===== src/hw/rtl/lredge_pkg.sv =====
// Shared types and constants for the lidar range edge detector.
// Used by lredge_isqrt and lidar_range_edge_detect; no dependencies.
`timescale 1ns / 1ps

package lredge_pkg;

   // Coordinate width in mm (two's complement), legal range 12..32
   localparam int COORD_BITS  = 20;
   // Threshold register
   localparam int THRESH_BITS = 20;
   localparam logic [THRESH_BITS-1:0] THRESH_RESET = THRESH_BITS'(50);

   // Range width (floor of the Euclidean norm always fits)
   localparam int RANGE_BITS = COORD_BITS + 1;
   // Root width of the square root unit: even, at least RANGE_BITS
   localparam int SQRT_BITS  = 2 * ((COORD_BITS + 2) / 2);
   // Radicand width: twice the root width, holds the sum of three squares
   localparam int RAD_BITS   = 2 * SQRT_BITS;
   // Compare width for the jump against the threshold
   localparam int CMP_BITS   = (RANGE_BITS > THRESH_BITS) ? RANGE_BITS : THRESH_BITS;

   typedef struct packed {
      logic signed [COORD_BITS-1:0] point_x;
      logic signed [COORD_BITS-1:0] point_y;
      logic signed [COORD_BITS-1:0] point_z;
      logic                         ring_start;
   } req_word_type;

   typedef struct packed {
      logic signed [COORD_BITS-1:0] edge_x;
      logic signed [COORD_BITS-1:0] edge_y;
      logic signed [COORD_BITS-1:0] edge_z;
   } rsp_word_type;

endpackage


===== src/hw/rtl/lidar_range_edge_detect.sv =====
// Lidar range edge detector, top level.
// Depends on lredge_pkg and lredge_isqrt.
`timescale 1ns / 1ps

// Takes one lidar point per word (signed mm x, y, z plus a ring start flag),
// computes its range as floor(sqrt(x^2 + y^2 + z^2)) and keeps a window of
// three ranges per ring. The middle point of the window is sent out when the
// larger of its range jumps to either neighbor reaches csr_wr_data's threshold
// (reset 50 mm), so results trail the input by one point and the first and last
// points of a ring never come out. A ring start flag drops the held window; the
// first point after reset opens a ring on its own. Each point goes through
// the states in order: idle takes the word, the square state runs x, y and
// z through the shared squaring multiplier and accumulator, the root state
// waits on the square root unit, which retires two root bits per cycle and
// flags done after the last ones, and the update state shifts the window;
// req_stall stays high from the square state until the update completes.
// A result waits in the output register without blocking the next point,
// unless a second result is ready before the first one is taken.
module lidar_range_edge_detect (
   input  logic                                    clock,
   input  logic                                    reset,
   // point input
   input  logic                                    req_valid,
   output logic                                    req_stall,
   input  lredge_pkg::req_word_type                req_word,
   // edge point output
   output logic                                    rsp_valid,
   input  logic                                    rsp_stall,
   output lredge_pkg::rsp_word_type                rsp_word,
   // threshold register
   input  logic                                    csr_wr_en,
   input  logic [lredge_pkg::THRESH_BITS-1:0]      csr_wr_data
);

   localparam int CB  = lredge_pkg::COORD_BITS;
   localparam int RGB = lredge_pkg::RANGE_BITS;
   localparam int SB  = lredge_pkg::SQRT_BITS;
   localparam int RAD = lredge_pkg::RAD_BITS;
   localparam int CMP = lredge_pkg::CMP_BITS;

   localparam logic [1:0] ST_IDLE   = 2'd0;
   localparam logic [1:0] ST_SQUARE = 2'd1;
   localparam logic [1:0] ST_ROOT   = 2'd2;
   localparam logic [1:0] ST_UPDATE = 2'd3;

   localparam logic [1:0] FILL_EMPTY  = 2'd0;
   localparam logic [1:0] FILL_MIDDLE = 2'd1;
   localparam logic [1:0] FILL_FULL   = 2'd2;

   logic [1:0]                       state_ff;
   logic [1:0]                       step_ff;
   lredge_pkg::req_word_type         point_ff;
   logic [2*CB-1:0]                  prod_ff;
   logic [RAD-1:0]                   acc_ff;
   logic [lredge_pkg::THRESH_BITS-1:0] thresh_ff;
   logic [RGB-1:0]                   left_ff;
   logic [RGB-1:0]                   middle_ff;
   lredge_pkg::rsp_word_type         middle_pt_ff;
   logic [1:0]                       fill_ff;
   logic                             rsp_valid_ff;
   lredge_pkg::rsp_word_type         rsp_word_ff;

   logic signed [CB-1:0]             coord_sel;
   logic [CB-1:0]                    coord_mag;
   logic [RAD-1:0]                   acc_in;
   logic                             root_start;
   logic                             root_done;
   logic [SB-1:0]                    root_val;
   logic [RGB-1:0]                   range_new;
   logic [RGB-1:0]                   diff_left;
   logic [RGB-1:0]                   diff_right;
   logic [CMP-1:0]                   diff_max;
   logic [1:0]                       fill_eff;
   logic                             hit;
   logic                             out_busy;

   // Threshold register
   always_ff @(posedge clock) begin
      if (reset) begin
         thresh_ff <= lredge_pkg::THRESH_RESET;
      end else if (csr_wr_en) begin
         thresh_ff <= csr_wr_data;
      end
   end

   // Operand select and magnitude for the shared multiplier
   always_comb begin
      case (step_ff)
         2'd0:    coord_sel = point_ff.point_x;
         2'd1:    coord_sel = point_ff.point_y;
         default: coord_sel = point_ff.point_z;
      endcase
      coord_mag = coord_sel[CB-1] ? CB'(-coord_sel) : CB'(coord_sel);
   end

   // Accumulate the registered product
   assign acc_in     = (step_ff == 2'd0) ? '0 : acc_ff + RAD'(prod_ff);
   assign root_start = (state_ff == ST_SQUARE) && (step_ff == 2'd3);

   lredge_isqrt u_isqrt (
      .clock    (clock),
      .reset    (reset),
      .start    (root_start),
      .radicand (acc_in),
      .done     (root_done),
      .root     (root_val)
   );

   // Window compare
   always_comb begin
      range_new  = root_val[RGB-1:0];
      diff_left  = (middle_ff >= left_ff) ? middle_ff - left_ff : left_ff - middle_ff;
      diff_right = (middle_ff >= range_new) ? middle_ff - range_new : range_new - middle_ff;
      diff_max   = (diff_left > diff_right) ? CMP'(diff_left) : CMP'(diff_right);
      fill_eff   = point_ff.ring_start ? FILL_EMPTY : fill_ff;
      hit        = (fill_eff == FILL_FULL) && (diff_max >= CMP'(thresh_ff));
      out_busy   = rsp_valid_ff && rsp_stall;
   end

   // Sequencer
   always_ff @(posedge clock) begin
      if (reset) begin
         state_ff <= ST_IDLE;
         step_ff  <= '0;
         fill_ff  <= FILL_EMPTY;
      end else begin
         unique case (state_ff)
            ST_IDLE: begin
               if (req_valid) begin
                  state_ff <= ST_SQUARE;
                  step_ff  <= '0;
               end
            end
            ST_SQUARE: begin
               step_ff <= step_ff + 2'd1;
               if (step_ff == 2'd3) begin
                  state_ff <= ST_ROOT;
               end
            end
            ST_ROOT: begin
               if (root_done) begin
                  state_ff <= ST_UPDATE;
               end
            end
            ST_UPDATE: begin
               if (!(hit && out_busy)) begin
                  state_ff <= ST_IDLE;
                  fill_ff  <= (fill_eff == FILL_EMPTY) ? FILL_MIDDLE : FILL_FULL;
               end
            end
            default: state_ff <= ST_IDLE;
         endcase
      end
   end

   // Datapath registers
   always_ff @(posedge clock) begin
      if ((state_ff == ST_IDLE) && req_valid) begin
         point_ff <= req_word;
      end
      if (state_ff == ST_SQUARE) begin
         prod_ff <= coord_mag * coord_mag;
         acc_ff  <= acc_in;
      end
      if ((state_ff == ST_UPDATE) && !(hit && out_busy)) begin
         left_ff             <= middle_ff;
         middle_ff           <= range_new;
         middle_pt_ff.edge_x <= point_ff.point_x;
         middle_pt_ff.edge_y <= point_ff.point_y;
         middle_pt_ff.edge_z <= point_ff.point_z;
      end
   end

   // Output register
   always_ff @(posedge clock) begin
      if (reset) begin
         rsp_valid_ff <= 1'b0;
      end else if ((state_ff == ST_UPDATE) && hit && !out_busy) begin
         rsp_valid_ff <= 1'b1;
      end else if (!rsp_stall) begin
         rsp_valid_ff <= 1'b0;
      end
   end

   always_ff @(posedge clock) begin
      if ((state_ff == ST_UPDATE) && hit && !out_busy) begin
         rsp_word_ff <= middle_pt_ff;
      end
   end

   assign req_stall = (state_ff != ST_IDLE);
   assign rsp_valid = rsp_valid_ff;
   assign rsp_word  = rsp_word_ff;

endmodule


===== src/hw/rtl/lredge_isqrt.sv =====
// Iterative floor square root, two root bits per cycle.
// Depends on lredge_pkg for widths.
`timescale 1ns / 1ps

module lredge_isqrt (
   input  logic                                clock,
   input  logic                                reset,
   input  logic                                start,
   input  logic [lredge_pkg::RAD_BITS-1:0]     radicand,
   output logic                                done,
   output logic [lredge_pkg::SQRT_BITS-1:0]    root
);

   localparam int RB        = lredge_pkg::RAD_BITS;
   localparam int SB        = lredge_pkg::SQRT_BITS;
   localparam int REM_BITS  = SB + 3;
   localparam int ITER      = SB / 2;
   localparam int CNT_BITS  = $clog2(ITER + 1);

   logic [RB-1:0]       rad_ff, rad_in;
   logic [REM_BITS-1:0] rem_ff, rem_in;
   logic [SB-1:0]       root_ff, root_in;
   logic [CNT_BITS-1:0] count_ff;
   logic                busy_ff;
   logic                done_ff;

   // Two restoring digit steps per cycle
   always_comb begin
      logic [REM_BITS-1:0] trial;
      rem_in  = rem_ff;
      root_in = root_ff;
      rad_in  = rad_ff;
      for (int s = 0; s < 2; s++) begin
         rem_in = {rem_in[REM_BITS-3:0], rad_in[RB-1 -: 2]};
         rad_in = {rad_in[RB-3:0], 2'b00};
         trial  = {1'b0, root_in, 2'b01};
         if (rem_in >= trial) begin
            rem_in  = rem_in - trial;
            root_in = {root_in[SB-2:0], 1'b1};
         end else begin
            root_in = {root_in[SB-2:0], 1'b0};
         end
      end
   end

   // Sequencer: load on start, iterate, pulse done
   always_ff @(posedge clock) begin
      if (reset) begin
         busy_ff  <= 1'b0;
         done_ff  <= 1'b0;
         count_ff <= '0;
      end else begin
         // done rises in the cycle after the last iteration
         done_ff <= !start && busy_ff && (count_ff == CNT_BITS'(1));
         if (start) begin
            busy_ff  <= 1'b1;
            count_ff <= CNT_BITS'(ITER);
         end else if (busy_ff) begin
            count_ff <= count_ff - CNT_BITS'(1);
            if (count_ff == CNT_BITS'(1)) begin
               busy_ff <= 1'b0;
            end
         end
      end
   end

   // Datapath
   always_ff @(posedge clock) begin
      if (start) begin
         rad_ff  <= radicand;
         rem_ff  <= '0;
         root_ff <= '0;
      end else if (busy_ff) begin
         rad_ff  <= rad_in;
         rem_ff  <= rem_in;
         root_ff <= root_in;
      end
   end

   assign done = done_ff;
   assign root = root_ff;

endmodule

===== config.mk =====
export PLATFORM = sky130hd
export DESIGN_NAME = lidar_range_edge_detect
export DESIGN_NICKNAME = d
export VERILOG_FILES = /design/src/hw/rtl/lredge_pkg.sv /design/src/hw/rtl/lidar_range_edge_detect.sv /design/src/hw/rtl/lredge_isqrt.sv
export SDC_FILE = /design/constraint.sdc
export NUM_CORES = 2
export LEC_CHECK = 0
export BUFFER_PORTS_ARGS = -buffer_cell sky130_fd_sc_hd__buf_2
export CAP_MARGIN = 20
export CORE_MARGIN = 2
export CORE_UTILIZATION = 60
export DETAILED_ROUTE_END_ITERATION = 6
export GPL_TIMING_DRIVEN = 0
export PLACE_DENSITY = 0.77
export SYNTH_ARGS = -nofsm -noshare
export SYNTH_HDL_FRONTEND = slang
export SYNTH_SLANG_ARGS = --single-unit

===== constraint.sdc =====
create_clock -name clock -period 16.7 [get_ports clock]
set_input_delay 2.505 -clock clock [delete_from_list [all_inputs] [get_ports clock]]
set_output_delay 2.505 -clock clock [all_outputs]
set_load 0.005 [all_outputs]

==> impl_metrics.json <==
{
  "synthMostInstantiatedCell": "inv_1",
  "vias": 27823,
  "multi_input_area_mm2": 0.02208,
  "end_kind": "flop",
  "worst-r2r-cell-count": 38,
  "core_mm2": 0.06025,
  "grt_pass1_wl_mm": 148.6,
  "hold_start": "middle_pt_ff[26]$_DFFE_PP_",
  "fin_crit_ns": 11.62,
  "cp.arrival_ns": 11.99,
  "die_x_um": 250.8,
  "setup_viol": 0,
  "die_h_um": 250.8,
  "hold_buffers": 0,
  "netlist_instances": 3671,
  "drive_gt1_share_pct": 7.961,
  "clock-sinks": 428,
  "clock_latency_ns": 0.59,
  "final_max_slew_viol_count": 0,
  "synth_top_flop_cell": "edfxtp_1",
  "synth_area_leaders": "edfxtp_1 (29%), fa_1 (15%), ha_1 (13%), inv_1 (5.2%), dfxtp_1 (4.3%)",
  "ios": 148,
  "antenna_found_initial": 2,
  "cpPeakStageDelay_ns": 0.92,
  "dr.pass1.iters": 5,
  "ys_types": 100,
  "hold_class": "flop to flop",
  "synthesis.area_mm2": 0.03655,
  "worst-path-stages": 38,
  "cts_resized": 0,
  "cp_slowest_cell": "xor2_1",
  "fillers": 4747,
  "post_cts_buffers": 0,
  "ys.warnings.count": 0,
  "path_max_fanout": 10,
  "synthTopCellsByCount": "inv_1 (511), ha_1 (369), edfxtp_1 (350)",
  "fin_worst_skew_ns": 0.03134,
  "yosysTopAreaCell": "edfxtp_1",
  "critPathRequiredTime_ns": 17.07,
  "final-seq-area_mm2": 0.01207,
  "grt_pass1_vias": 28047,
  "vias_per_cell": 5.916,
  "grt_usage_pct": 30.06,
  "maxCapViolCount": 0,
  "dp_hpwl_mm": 73.51,
  "root_buffer": "clkbuf_16",
  "hold_violations": 0,
  "finalSetupTns_ns": 0,
  "worstReg2RegEnd": "prod_ff[37]$_DFFE_PP_",
  "slew_headroom_pct": 18.89,
  "path_clk_slew_ns": 0.06,
  "wire_per_inst_um": 19.90,
  "synth_seq_cells": 428,
  "drt_iter0_drc": 2191,
  "period_share_pct": 69.58,
  "numPortBuffers": 146,
  "cp_top_family": "adder cells",
  "rrSetupSlack_ns": 5.08,
  "clockBufferDepth": 3,
  "cts_tree": "yes",
  "rsz0062_at_grt": "false",
  "startpoint_type": "flop",
  "nNetsFinal": 4623,
  "areaGrowthSynthToFinish_pct": 9.243,
  "rows": 90,
  "status": "completed",
  "start_util_pct": 60.66,
  "r2r_start": "step_ff[1]$_SDFFE_PP0P_",
  "path_class": "flop to flop",
  "synthArstFlopShare_pct": 0,
  "clock.fmax_mhz": 86.06,
  "crit_buf_inv": 11,
  "drt.antenna.violating_nets": 0,
  "syn-mean-instance-area_um2": 9.956,
  "finalWirelength_mm": 93.60,
  "grt_max_degree": 70,
  "worst_slew_pin_slew_ns": 1.208,
  "min_path_cells": 0,
  "overflow": 0,
  "die-area_mm2": 0.06290,
  "holdPathEnd": "rsp_word[26]$_DFFE_PP_",
  "synth_edf_count": 350,
  "synth_top_area_share_pct": 28.76,
  "htree_levels": 2,
  "cts_buffers": 46,
  "place.gp.congestion": 0.9773,
  "ys_seq_area_share_pct": 33.03,
  "drc_errors": 0
}
cell usage in the layout, fill, tap and decap left out, drive strengths merged, types with 8 or more instances in the layout:
| cell | n |
|---|---|
| a2111oi | 9 |
| a211oi | 32 |
| a21boi | 11 |
| a21o | 101 |
| a21oi | 236 |
| a221oi | 8 |
| a22o | 17 |
| a31oi | 35 |
| and2 | 20 |
| and3 | 31 |
| and4 | 10 |
| buf | 190 |
| clkbuf | 138 |
| clkinv | 25 |
| conb | 15 |
| dfxtp | 78 |
| edfxtp | 350 |
| fa | 281 |
| ha | 369 |
| inv | 516 |
| mux2 | 16 |
| mux2i | 70 |
| nand2 | 318 |
| nand2b | 32 |
| nand3 | 31 |
| nand4 | 31 |
| nor2 | 277 |
| nor2b | 30 |
| nor3 | 57 |
| nor4 | 11 |
| o211ai | 28 |
| o21a | 33 |
| o21ai | 155 |
| o21bai | 29 |
| o31ai | 30 |
| or2 | 14 |
| or3 | 16 |
| xnor2 | 104 |
| xor2 | 65 |
stage by stage:
stage | hold slack [ns] | setup slack [ns] | cell area [µm²] | instances | util (%)
global placement | 0.4002 | 3.740 | 38310 | 4612 | 63.58
global route | 0.4024 | 4.591 | 39930 | 4703 | 66.27
CTS | 0.3900 | 5.188 | 39910 | 4700 | 66.25
detailed placement | 0.4045 | 5.218 | 38480 | 4620 | 63.87
finish | 0.3947 | 5.081 | 39930 | 4703 | 66.27
floorplan | 0.4003 | 7.132 | 36600 | 3684 | -
layer usage:
layer | global-route usage, % | up-vias | part of all wire [%]
met1 | 37.67 | 13500 | 40
met5 | 0 | - | 0
met3 | 3.872 | 278 | 6.0
li1 | - | 13070 | -
met2 | 52.07 | 975 | 49
met4 | 13.79 | 0 | 5.1
area by class of cell:
type,count,area share [%]
Clock buffer,57,3.153
Antenna cell,2,0.01254
Multi-Input combinational cell,2618,55.29
Buffer,116,1.304
Timing Repair Buffer,155,2.203
Inverter,522,4.908
Tap cell,782,2.451
Clock inverter,23,0.4419
Sequential cell,428,30.24
sequential cells by signal (all words and copies together), names as in the netlist, 21 cells and up:
register	cells
u_isqrt.rem_ff	23
left_ff	21
point_ff	61
middle_pt_ff	60
middle_ff	21
u_isqrt.rad_ff	44
acc_ff	44
prod_ff	39
u_isqrt.root	22
rsp_word	60
cells by family (layout without fill, tap and decap cells):
kind of cell             Yosys count  in the layout  share of synthesized area, %
multiplexers                      86             86                         2.410
adder cells (fa/ha/maj)          650            650                         28.02
other                              2             17                       0.02055
AO/OA/AOI/OAI                    798            798                         14.20
AND/OR/NAND/NOR                  900            900                         11.41
XOR/XNOR                         169            169                         4.122
buffers and inverters            638            873                         6.785
flip-flops                       428            428                         33.03
worst register-to-register path, delay by kind of cell (launching register included):
kind | cells | cell delay (ns)
compound gates | 10 | 2.39
xor+xnor | 1 | 0.92
fa+ha+maj | 10 | 4.39
buf+inv | 11 | 1.85
flops | 1 | 0.35
simple gates | 6 | 1.49
worst max path at each step:
stage                       startpoint                      to  slack (ns)
2_1_floorplan  middle_ff[18]$_DFFE_PP_   rsp_word[0]$_DFFE_PP_        7.13
3_3_place_gp   middle_ff[18]$_DFFE_PP_  rsp_word[38]$_DFFE_PP_        3.74
3_5_place_dp   step_ff[1]$_SDFFE_PP0P_   prod_ff[35]$_DFFE_PP_        5.22
4_1_cts        step_ff[1]$_SDFFE_PP0P_   prod_ff[37]$_DFFE_PP_        5.19
5_1_grt        step_ff[1]$_SDFFE_PP0P_   prod_ff[37]$_DFFE_PP_        4.59
6_report       step_ff[1]$_SDFFE_PP0P_   prod_ff[37]$_DFFE_PP_        5.08
Power is left out: the tool's default activity adds up to more than one toggle a clock period on the data nets, which glitch-free logic cannot reach.
